**src/http_request_line_parser_unit_macros.svh**
```systemverilog
// Assertion macros for the HTTP request line parser.
`ifndef HTTP_REQUEST_LINE_PARSER_UNIT_MACROS_SVH
`define HTTP_REQUEST_LINE_PARSER_UNIT_MACROS_SVH

// Same-cycle implication, clocked on clk, off while arst_n is low.
`define HRLP_ASSERT_NOW(lbl, ante, cons) \
	lbl: assert property (@(posedge clk) disable iff (!arst_n) (ante) |-> (cons)) \
		else $error("hrlp assertion failed");

// Next-cycle implication, clocked on clk, off while arst_n is low.
`define HRLP_ASSERT_NEXT(lbl, ante, cons) \
	lbl: assert property (@(posedge clk) disable iff (!arst_n) (ante) |=> (cons)) \
		else $error("hrlp assertion failed");

`endif

```
**src/hrlp_pkg.sv**
```systemverilog
// Types, codes and character constants of the HTTP request line parser.
`default_nettype none

package hrlp_pkg;

	typedef enum logic [3:0] {
		PH_METHOD    = 4'd0,
		PH_PATH      = 4'd1,
		PH_LIT_H     = 4'd2,
		PH_LIT_T1    = 4'd3,
		PH_LIT_T2    = 4'd4,
		PH_LIT_P     = 4'd5,
		PH_LIT_SLASH = 4'd6,
		PH_LIT_ONE   = 4'd7,
		PH_LIT_DOT   = 4'd8,
		PH_DIGIT     = 4'd9,
		PH_DONE      = 4'd10
	} phase_t;

	localparam logic [3:0] ERR_NONE         = 4'd0;
	localparam logic [3:0] ERR_EMPTY_METHOD = 4'd1;
	localparam logic [3:0] ERR_METHOD_SPACE = 4'd2;
	localparam logic [3:0] ERR_EMPTY_PATH   = 4'd3;
	localparam logic [3:0] ERR_PATH_SPACE   = 4'd4;
	localparam logic [3:0] ERR_LIT_BASE     = 4'd5;
	localparam logic [3:0] ERR_LIT_DIGIT    = 4'd12;
	localparam logic [3:0] ERR_PAST_END     = 4'd13;

	localparam logic [1:0] KIND_METHOD = 2'd0;
	localparam logic [1:0] KIND_PATH   = 2'd1;
	localparam logic [1:0] KIND_FIXED  = 2'd2;
	localparam logic [1:0] KIND_REJECT = 2'd3;

	localparam logic [3:0] VER_BASE = 4'd10;
	localparam logic [3:0] VER_1_0  = 4'd10;
	localparam logic [3:0] VER_1_1  = 4'd11;

	localparam logic [7:0] CH_SPACE = 8'h20;
	localparam logic [7:0] CH_H     = 8'h48;
	localparam logic [7:0] CH_T     = 8'h54;
	localparam logic [7:0] CH_P     = 8'h50;
	localparam logic [7:0] CH_SLASH = 8'h2F;
	localparam logic [7:0] CH_ONE   = 8'h31;
	localparam logic [7:0] CH_DOT   = 8'h2E;
	localparam logic [7:0] CH_ZERO  = 8'h30;
	localparam logic [7:0] CH_UP_A  = 8'h41;
	localparam logic [7:0] CH_UP_Z  = 8'h5A;
	localparam logic [7:0] CH_LO_A  = 8'h61;
	localparam logic [7:0] CH_LO_Z  = 8'h7A;

	typedef struct packed {
		logic [7:0] byte_in;
	} in_word_t;

	typedef struct packed {
		logic       ok;
		logic [3:0] error_code;
		logic [1:0] char_kind;
		logic [7:0] char_value;
		logic [3:0] version;
		logic       complete;
	} out_word_t;

	typedef struct packed {
		phase_t     phase;
		logic       method_seen;
		logic       path_seen;
		logic [3:0] parsed_version;
		logic [3:0] sticky_error;
	} state_t;

	localparam state_t STATE_RESET = '{
		phase:          PH_METHOD,
		method_seen:    1'b0,
		path_seen:      1'b0,
		parsed_version: 4'd0,
		sticky_error:   ERR_NONE
	};

	function automatic logic is_letter(input logic [7:0] b);
		return ((b >= CH_UP_A) && (b <= CH_UP_Z)) || ((b >= CH_LO_A) && (b <= CH_LO_Z));
	endfunction

	// expected character at each fixed-text position before the digit
	function automatic logic [7:0] lit_char(input phase_t ph);
		logic [7:0] c;
		case (ph)
			PH_LIT_H:     c = CH_H;
			PH_LIT_T1:    c = CH_T;
			PH_LIT_T2:    c = CH_T;
			PH_LIT_P:     c = CH_P;
			PH_LIT_SLASH: c = CH_SLASH;
			PH_LIT_ONE:   c = CH_ONE;
			PH_LIT_DOT:   c = CH_DOT;
			default:      c = CH_H;
		endcase
		return c;
	endfunction

endpackage

`default_nettype wire

```
**src/hrlp_step.sv**
```systemverilog
// Per-byte decode: parser state and one byte in, next state and result word out.
`default_nettype none

module hrlp_step (
	input  var hrlp_pkg::state_t    cur,
	input  var logic [7:0]          byte_in,
	output var hrlp_pkg::state_t    nxt,
	output var hrlp_pkg::out_word_t res
);

	typedef struct packed {
		logic [3:0] err;
		logic [1:0] kind;
		logic       set_method;
		logic       set_path;
		logic       advance;
		logic       to_path;
		logic       to_lit;
		logic       take_digit;
	} dec_t;

	dec_t dec;
	logic letter;

	assign letter = hrlp_pkg::is_letter(byte_in);

	// classify the byte against the current phase
	always_comb begin
		dec = '0;
		dec.err = hrlp_pkg::ERR_NONE;
		dec.kind = hrlp_pkg::KIND_FIXED;
		if (cur.sticky_error != hrlp_pkg::ERR_NONE) begin
			dec.err = cur.sticky_error;
		end else begin
			case (cur.phase)
				hrlp_pkg::PH_METHOD: begin
					if (letter) begin
						dec.set_method = 1'b1;
						dec.kind = hrlp_pkg::KIND_METHOD;
					end else if (!cur.method_seen) begin
						dec.err = hrlp_pkg::ERR_EMPTY_METHOD;
					end else if (byte_in == hrlp_pkg::CH_SPACE) begin
						dec.to_path = 1'b1;
					end else begin
						dec.err = hrlp_pkg::ERR_METHOD_SPACE;
					end
				end
				hrlp_pkg::PH_PATH: begin
					if (letter || (byte_in == hrlp_pkg::CH_SLASH)) begin
						dec.set_path = 1'b1;
						dec.kind = hrlp_pkg::KIND_PATH;
					end else if (!cur.path_seen) begin
						dec.err = hrlp_pkg::ERR_EMPTY_PATH;
					end else if (byte_in == hrlp_pkg::CH_SPACE) begin
						dec.to_lit = 1'b1;
					end else begin
						dec.err = hrlp_pkg::ERR_PATH_SPACE;
					end
				end
				hrlp_pkg::PH_LIT_H, hrlp_pkg::PH_LIT_T1, hrlp_pkg::PH_LIT_T2,
				hrlp_pkg::PH_LIT_P, hrlp_pkg::PH_LIT_SLASH, hrlp_pkg::PH_LIT_ONE,
				hrlp_pkg::PH_LIT_DOT: begin
					if (byte_in == hrlp_pkg::lit_char(cur.phase)) begin
						dec.advance = 1'b1;
					end else begin
						dec.err = 4'(hrlp_pkg::ERR_LIT_BASE
							+ 4'(cur.phase - hrlp_pkg::PH_LIT_H));
					end
				end
				hrlp_pkg::PH_DIGIT: begin
					if (byte_in inside {hrlp_pkg::CH_ZERO, hrlp_pkg::CH_ONE}) begin
						dec.take_digit = 1'b1;
					end else begin
						dec.err = hrlp_pkg::ERR_LIT_DIGIT;
					end
				end
				default: begin
					// done, and the unreachable codes above it
					dec.err = hrlp_pkg::ERR_PAST_END;
				end
			endcase
		end
		if (dec.err != hrlp_pkg::ERR_NONE) begin
			dec.kind = hrlp_pkg::KIND_REJECT;
		end
	end

	// next state
	always_comb begin
		nxt = cur;
		if (dec.err != hrlp_pkg::ERR_NONE) begin
			nxt.sticky_error = dec.err;
		end
		if (dec.set_method) begin
			nxt.method_seen = 1'b1;
		end
		if (dec.set_path) begin
			nxt.path_seen = 1'b1;
		end
		if (dec.to_path) begin
			nxt.phase = hrlp_pkg::PH_PATH;
		end
		if (dec.to_lit) begin
			nxt.phase = hrlp_pkg::PH_LIT_H;
		end
		if (dec.advance) begin
			nxt.phase = hrlp_pkg::phase_t'(4'(cur.phase + 4'd1));
		end
		if (dec.take_digit) begin
			nxt.phase = hrlp_pkg::PH_DONE;
			nxt.parsed_version = 4'(hrlp_pkg::VER_BASE + {3'b000, byte_in[0]});
		end
	end

	// result word
	always_comb begin
		res.ok = (dec.err == hrlp_pkg::ERR_NONE);
		res.error_code = dec.err;
		res.char_kind = dec.kind;
		res.char_value = byte_in;
		res.version = nxt.parsed_version;
		res.complete = (nxt.phase >= hrlp_pkg::PH_DONE);
	end

endmodule

`default_nettype wire
```
**config.mk**
```make
export PLATFORM = sky130hd
export DESIGN_NAME = hrlp_step
export DESIGN_NICKNAME = d
export VERILOG_FILES = /design/src/http_request_line_parser_unit_macros.svh /design/src/hrlp_pkg.sv /design/src/hrlp_step.sv
export SDC_FILE = /design/constraint.sdc
export NUM_CORES = 1
export LEC_CHECK = 0
export ABC_CLOCK_PERIOD_IN_PS = 4680
export BUFFER_PORTS_ARGS = -buffer_cell sky130_fd_sc_hd__buf_2
export CAP_MARGIN = 20
export CORE_MARGIN = 10
export CORE_UTILIZATION = 47
export DETAILED_ROUTE_END_ITERATION = 8
export PLACE_DENSITY_LB_ADDON = 0.15
export SYNTH_ARGS = -nofsm -noshare
export SYNTH_HDL_FRONTEND = slang
export SYNTH_SLANG_ARGS = --single-unit
```
**constraint.sdc**
```tcl
create_clock -name vclk -period 4.68
set_clock_uncertainty 0.1 [all_clocks]
set_input_delay 0.936 -clock vclk [all_inputs]
set_output_delay 0.936 -clock vclk [all_outputs]
set_load 0.05 [all_outputs]
```
==> qor.yml, run 1 <==
power.total_mw: 0.156
synth_top_area_share_pct: 10.0
register_area_um2: 0
fp.coreArea_um2: 1960
swShare_pct: 71.6
rows: 16
drt-total-wl_mm: 3.36
worst-path-max-fanout: 9
fin_util_pct: 64.7
n_antenna_cell: 0
die_h_um: 65.5
drv_slew: 0
route.vias.total: 1267
pre_cts_ws_ps: 8.52
worstSetupEndpointType: "output pin"
max_freq_mhz: 222
drc: 0
drtIter0Drc: 71
grt-ovfl-total: 0
ys_types: 51
cts_hold_buf: 0
combPwrFrac_pct: 100.0
fin_tns_setup_ps: 0
synth_warnings: 0
initial_core_util_pct: 49.6
worst_pin_slew_ps: 606
hold_class: "in -> out"
syn_nets: 168
fin_ws_ps: 170
peakVddDrop_uv: 75.0
max-cap-violations: 0
max_slew_margin_pct: 59.5
fin_nets: 215
status: "finished, final reports clean"
via_per_inst: 5.92
die_w_um: 65.5
dr.pass1.iters: 4
syn_avg_cell_area_um2: 6.86
intPower_mw: 0.0443
p_clk_share_pct: 0
leakage_nw: 0.530
grt_pass1_vias: 1201
synth_area_leaders: "buf_4 10%, xnor2_1 5.4%, ha_1 5.1%"
netlist_area_um2: 973
arrival_ps: 3470
routabilityCongestion: 0.842
finalCriticalPeriod_ps: 4510
p_switching_mw: 0.112
dieArea_um2: 4290
nClkBuffers: 0
area_growth_pct: 30.5
antenna_found_initial: 0
grt_max_degree: 18
synthCells: 142
layout-drive-gt1-share_pct: 45.5
rsz0062_at_grt: "no"
crit_type: "in -> out"
power_density_nw_per_um2: 123
ys_seq_area_share_pct: 0
wire_per_inst_um: 15.7
hpwl_mm: 2.82
hold_viol_final: 0
io_pins: 56
n_sequential_cell: 0
yosysTopAreaCell: "buf_4"
fin_crit_sh_pct: 96.4
worstSetupStartpointType: "input port"
gr-usage-all-layers_pct: 13.9
cp.required_ps: 3640
grt_pass1_wl_mm: 5.18
io_buffers: 56
ant_nets: 0
seq_power_share_pct: 0
finalSetupViolCount: 0
cell usage after synthesis, types with 2 or more instances:
master	count
nand2_1	10
buf_4	13
nand2b_1	4
nor2_1	8
a31oi_1	2
or4_1	4
or3_1	2
nand4b_1	3
and2_1	3
nand4_1	3
nor2b_1	3
clkbuf_1	2
o31ai_1	6
o21ai_0	8
a21oi_1	6
nor3_1	2
ha_1	4
buf_2	2
nor3b_1	2
nor4_2	3
inv_1	7
nand3b_1	2
nor4_1	3
mux2i_1	3
xnor2_1	6
a21boi_1	2
nand3_1	4
xor2_1	2
worst max-delay path, cell delays in order:
cell and delay [ps]:
buf_2 170, inv_1 80, ha_2 220, buf_4 170, nor2_2 190, a211oi_2 110, xnor2_1 130, and2_1 220
nor3_4 190, buf_4 180, o31ai_2 100, or4_4 540, buf_2 220
per-layer routing:
layer	global-route usage [%]	up-vias	part of all wire, %
met3	4.75	4	9.5
met1	15.8	588	42
met4	1.87	0	0.51
met5	0	-	0
met2	24.8	62	48
li1	-	613	-
stage by stage:
stage	hold slack [ps]	instance area, um^2	std cells
4_1_cts	2120	1240	212
3_5_place_dp	2120	1240	212
2_1_floorplan	1940	1010	142
6_report	2120	1270	214
3_3_place_gp	2120	1240	212
5_1_grt	2130	1270	214
layout by cell type, fill, tap and decap left out, types with 3 or more instances in the layout:
cell type / instances
a21oi_1: 6
and2_1: 3
buf_2: 56
buf_4: 6
ha_1: 3
inv_1: 7
mux2i_1: 3
nand2_1: 10
nand2b_1: 4
nand3_1: 4
nand4_1: 3
nand4b_1: 3
nor2_1: 7
nor2b_1: 3
nor4_2: 4
o21ai_0: 7
o31ai_1: 4
xnor2_1: 6
power by group through the flow:
stage	Sequential [mW]	Combinational [mW]	Clock (mW)
4_1_cts	0	0.154	0
6_report	0	0.156	0
3_5_place_dp	0	0.153	0
5_1_grt	0	0.166	0
3_3_place_gp	0	0.151	0
2_1_floorplan	0	0.117	0
logic make-up after synthesis:
kind of cell,count (synthesis),synth area share (%)
XOR/XNOR,8,7.20
adder cells (fa/ha/maj),4,5.14
AND/OR/NAND/NOR,60,38.3
buffers and inverters,25,14.9
multiplexers,4,4.24
AO/OA/AOI/OAI,41,30.2
layout make-up:
type,count,area (um^2)
fillers,216,692
multi-input cells,117,881
repair buffers,62,325
inverters,8,30.0
well taps,27,33.8
what timing repair did:
action,CTS,global route
resized for setup,0,4
setup buffers,0,2
setup endpoints to repair,0,4
path summary, 6_finish.rpt:
path	startpoint	end	slack [ps]	cells after the start
worst min-delay path	byte_in[6]	res[11]	2120	2
worst max-delay path	cur[10]	res[13]	170	13
Power figures use the tool's default switching activity.
==> run 2, diff against run 1 <==
Settings changed: ABC_CLOCK_PERIOD_IN_PS 4680 to 3840, CORE_UTILIZATION 47 to 43.
Clock period 4.68 ns to 3.84 ns, I/O delays scaled along.
==> run 2 against run 1 <==
Effect of this change: the run now ends with negative setup slack left; largest cell class unchanged; final area rose by 33%; count of clock-buffer cells in the layout stayed put; hold slack worse by 340 ps; setup slack got worse by 220 ps; non-clock buffer count is 24 higher; power up 53%; critical path type unchanged; highest routed layer unchanged.
==> qor.yml, run 2 (synthesis gave the netlist of run 1 again) <==
hpwl_mm: 3.24  # was 2.82 mm
met2_usage_pct: 29.9  # was 24.8%
final_design_area_no_fill_um2: 1690  # was 1270 um^2
die_h_um: 67.6  # was 65.5 um
grt_max_degree: 14  # was 18
cp.required_ps: 2970  # was 3640 ps
grt_pass1_wl_mm: 6.38  # was 5.18 mm
ant_nets: 0  # unchanged
grt_pass1_vias: 1342  # was 1,201
layout-drive-gt1-share_pct: 56.9  # was 45.5%
fin_ws_ps: -48.4  # was 170 ps
hold-path-endpoint: "res[5]"  # was res[11]
status: "finished with violations"  # was finished, final reports clean
arrival_ps: 3020  # was 3470 ps
leakage_nw: 0.707  # was 0.530 nW
rsz0062_at_grt: "yes"  # was no
peakVddDrop_uv: 101  # was 75.0 uV
fin_crit_sh_pct: 101
cts_hold_buf: 0  # unchanged
busiest_layer: "met2"  # unchanged
met1_usage_pct: 21.1  # was 15.8%
initial_core_util_pct: 44.4  # was 49.6%
fp.coreArea_um2: 2190  # was 1960 um^2
io_buffers: 56  # unchanged
finalSetupViolCount: 2  # was 0
antenna_found_initial: 0  # unchanged
grtUsageMet3_pct: 2.48  # was 4.75%
drt-total-wl_mm: 4.17  # was 3.36 mm
crit_type: "in -> out"  # unchanged
via_per_inst: 5.79  # was 5.92
nClkBuffers: 0  # unchanged
die_w_um: 67.6  # was 65.5 um
violations: "negative setup slack"
hold_viol_final: 0  # unchanged
power.total_mw: 0.238  # was 0.156 mW
hold_start: "byte_in[0]"  # was byte_in[6]
worstSetupEndpointType: "output pin"  # unchanged
final_cell_mix: "46 x buf_2, 27 x buf_4, 10 x nand2_1"  # was 56 x buf_2, 10 x nand2_1, 7 x inv_1, 7 x nor2_1, 7 x o21ai_0
rows: 17  # was 16
dr.pass1.iters: 4  # unchanged
register_area_um2: 0  # unchanged
fill_cells: 155  # was 216
n_antenna_cell: 0  # unchanged
max_freq_mhz: 257
hold_ws_ps: 1780  # was 2120 ps
n_sequential_cell: 0  # unchanged
area_growth_pct: 73.8  # was 30.5%
dieArea_um2: 4570  # was 4290 um^2
drc: 0  # unchanged
routabilityCongestion: 0.860  # was 0.842
power_density_nw_per_um2: 141  # was 123 nW/um^2
route.vias.total: 1385  # was 1,267
final_common_cell: "buf_2"  # unchanged
fin_nets: 239  # was 215
worstSetupStartpointType: "input port"  # unchanged
placed_area_um2: 1530  # was 1240 um^2
max-cap-violations: 0  # unchanged
worst_pin_slew_ps: 464  # was 606 ps
dpl.cell_count: 238  # was 212
hold_class: "in -> out"  # unchanged
fin_util_pct: 77.2  # was 64.7%
io_pins: 56  # unchanged
finalCriticalPeriod_ps: 3890
drv_slew: 0  # unchanged
grt-ovfl-total: 0  # unchanged
whs_path_depth: 2  # unchanged
max_slew_margin_pct: 69.0  # was 59.5%
wire_per_inst_um: 17.5  # was 15.7 um
drtIter0Drc: 109  # was 71
worst-path-max-fanout: 7  # was 9
gr-usage-all-layers_pct: 16.8  # was 13.9%
fin_cells: 239  # was 214
==> run 2: cell types whose count changed in the layout (fill, tap and decap cells not counted), moves of 2 or more <==
cell	before	now
buf_4	6	27
o31ai_4	0	2
ha_1	3	0
ha_4	0	3
inv_1	7	5
nor4_2	4	2
clkbuf_4	0	3
buf_12	0	2
buf_2	56	46
nor4_4	0	2
buf_6	0	7
==> run 2: through the flow <==
| stage | worst slack, ps | TNS, ps |
|---|---|---|
| after detailed placement | -256 | -1410 |
| after CTS | -59.0 | -122 |
| after global placement | -194 | -910 |
| final | -48.4 | -86.9 |
| after floorplan | -130 | -565 |
| after global routing | -139 | -654 |
==> run 2: layer usage <==
layer	vias to the layer above	part of all wire, %
met4	0	1.2
li1	672	-
met2	54	48
met5	-	0
met1	653	43
met3	6	7.8
==> run 2: layout make-up <==
type	count	area, um^2	share of cell area, %
multi-input cells	117	1020	60.1
inverters	8	50.0	2.96
well taps	28	35.0	2.07
repair buffers	86	589	34.8
==> run 2: what timing repair did <==
action | 4_1_cts | 5_1_grt
setup buffers | 0 | 1
gates resized for setup | 25 | 14
setup endpoints to repair | 8 | 8
pin swaps | 5 | 9
==> run 2: worst max-delay path, stage by stage <==
cell and delay, ps:
buf_12 120, inv_12 50, ha_4 190, nand2b_4 70, buf_4 130, a21boi_1 190
xnor2_1 150, nand2_1 180, nor3_4 250, buf_6 160, o31ai_4 60, or4_4 540
buf_8 170
==> run 2: how the worst max path moves through the flow <==
stage,to,from,slack (ps),cells after the start
global route,res[13],cur[11],-140,13
global placement,res[14],cur[10],-190,12
finish,res[13],cur[11],-50,13
CTS,res[13],cur[10],-60,12
floorplan,res[19],cur[11],-130,10
detailed placement,res[14],cur[10],-260,12
==> run 2: power breakdown <==
part           leakage [nW]  switching (mW)  total, mW  internal [mW]
Clock                     0               0          0              0
Combinational         0.707           0.154      0.238         0.0841
Sequential                0               0          0              0
==> run 3, diff against run 2 <==
Settings changed: CORE_ASPECT_RATIO set to 2, CORE_UTILIZATION 43 to 31.
==> run 3 against run 2 <==
Effect of this change: the flow still finishes with violations (negative setup slack); non-clock buffer count grew 13; die area grew 30%; maximum frequency is 1.2% lower; routed wire length up 7.8%; count of clock-buffer cells in the layout is the same; combinational power rose by 5%; via count rose by 1.9%; core utilization down 16 points; critical endpoint unchanged.
==> qor.yml, run 3 (synthesis gave the netlist of run 1 again) <==
dr.pass1.iters: 4  # unchanged
cts_hold_buf: 0  # unchanged
antenna_found_initial: 0  # unchanged
path_common_cell: "buf_12"
worstSetupStartpointType: "input port"  # unchanged
grt_pass1_vias: 1525  # was 1,342
arrival_ps: 3070  # was 3020 ps
violations: "negative setup slack"  # unchanged
fin_crit_sh_pct: 102  # was 101%
grt-ovfl-total: 0  # unchanged
crit_type: "in -> out"  # unchanged
initial_core_util_pct: 32.7  # was 44.4%
routabilityCongestion: 0.935  # was 0.860
via_per_inst: 5.56  # was 5.79
slowest_stage: "or4_4"  # unchanged
n_antenna_cell: 0  # unchanged
layout-drive-gt1-share_pct: 62.1  # was 56.9%
hold_viol_final: 0  # unchanged
max_slew_margin_pct: 67.9  # was 69.0%
hold_start: "byte_in[4]"  # was byte_in[0]
die_h_um: 99.2  # was 67.6 um
hold_ws_ps: 1780  # about the same
grtUsageMet3_pct: 2.29  # was 2.48%
peakVddDrop_uv: 84.4  # was 101 uV
leakage_nw: 0.781  # was 0.707 nW
finalSetupViolCount: 4  # was 2
drt-total-wl_mm: 4.50  # was 4.17 mm
busiest_layer: "met2"  # unchanged
worstPathCellList: "buf_12, inv_8, ha_4, buf_12, nand2b_4, buf_4, a21boi_1, xnor2_1, nand2_2, nor3_4, buf_12, o211ai_1, or4_4, buf_8"  # was buf_12, inv_12, ha_4, nand2b_4, buf_4, a21boi_1, xnor2_1, nand2_1, nor3_4, buf_6, o31ai_4, or4_4, buf_8
fin_ws_ps: -95.2  # was -48.4 ps
ant_nets: 0  # unchanged
die_w_um: 59.6  # was 67.6 um
fp.coreArea_um2: 2980  # was 2190 um^2
grt_max_degree: 13  # was 14
power_density_nw_per_um2: 137  # was 141 nW/um^2
dieArea_um2: 5920  # was 4570 um^2
route.vias.total: 1412  # was 1,385
hold_class: "in -> out"  # unchanged
io_buffers: 56  # unchanged
fin_util_pct: 61.6  # was 77.2%
drv_slew: 0  # unchanged
wire_per_inst_um: 17.7  # was 17.5 um
final_common_cell: "buf_2"  # unchanged
register_area_um2: 0  # unchanged
drc: 0  # unchanged
met1_usage_pct: 14.3  # was 21.1%
cp.required_ps: 2970  # about the same
gr-usage-all-layers_pct: 14.9  # was 16.8%
max_freq_mhz: 254  # was 257 MHz
n_sequential_cell: 0  # unchanged
cp_slowest_stage_delay_ps: 570  # was 540 ps
worstSetupEndpointType: "output pin"  # unchanged
finalCriticalPeriod_ps: 3940  # was 3890 ps
rsz0062_at_grt: "yes"  # unchanged
drtIter0Drc: 22  # was 109
whs_path_depth: 2  # unchanged
worst-path-max-fanout: 6  # was 7
status: "finished with violations"  # unchanged
fin_nets: 252  # was 239
worst_pin_slew_ps: 480  # was 464 ps
met2_usage_pct: 30.0  # was 29.9%
area_growth_pct: 88.6  # was 73.8%
max-cap-violations: 0  # unchanged
grt_pass1_wl_mm: 7.40  # was 6.38 mm
nClkBuffers: 0  # unchanged
hpwl_mm: 3.88  # was 3.24 mm
hold-path-endpoint: "res[9]"  # was res[5]
io_pins: 56  # unchanged
final_cell_mix: "46 x buf_2, 41 x buf_4, 9 x nand2_1, 7 x o21ai_0"  # was 46 x buf_2, 27 x buf_4, 10 x nand2_1
rows: 28  # was 17
run 3: cell types whose count changed in the layout (fill, tap and decap cells not counted), moves of 2 or more:
cell,delta
buf_12,+2
buf_4,+14
clkbuf_4,-3
ha_2,+2
ha_4,-2
run 3: timing repair:
action,CTS,global route
setup endpoints to repair,11,8
pin swaps,12,4
setup buffers,5,1
gates resized for setup,35,12
run 3: routing by layer:
metal	part of all wire [%]	vias up
li1	-	696
met1	33	661
met2	58	47
met3	5.3	8
met4	3.1	0
met5	0	-
run 3: layout make-up:
type | instances | area [um^2]
fill | 270 | 1140
inverter | 8 | 50.0
multi-input combinational | 117 | 1030
tap | 30 | 37.5
timing repair buffer | 99 | 716
run 3: how the worst max path moves through the flow:
stage / slack [ps] / cells after the start / endpoint / start
floorplan: -130 / 10 / res[19] / cur[11]
detailed placement: -470 / 12 / res[13] / cur[10]
global placement: -410 / 12 / res[14] / cur[10]
CTS: -80 / 13 / res[13] / cur[11]
finish: -100 / 14 / res[13] / cur[10]
global route: -180 / 14 / nxt[10] / cur[10]
run 3: power by group:
group	internal (mW)	total, mW	switching (mW)
clock network	0	0	0
registers	0	0	0
logic	0.0939	0.251	0.157
total	0.0939	0.251	0.157
run 3: critical path: cells and delay by family:
kind            cells  cell delay [ps]
compound gates      2              250
xor+xnor            1              150
simple gates        4              980
fa+ha+maj           1              180
buf+inv             6              720
run 3: metrics by stage:
step                instance area, um^2  instances  setup TNS, ps  total power [mW]  setup WS (ps)
finish                             1840        254           -241             0.251          -95.2
global route                       1840        254           -913             0.267           -182
CTS                                1780        253           -117             0.247          -75.4
detailed placement                 1610        248          -3260             0.228           -471
global placement                   1610        248          -2700             0.225           -414
floorplan                          1120        142           -565             0.155           -130
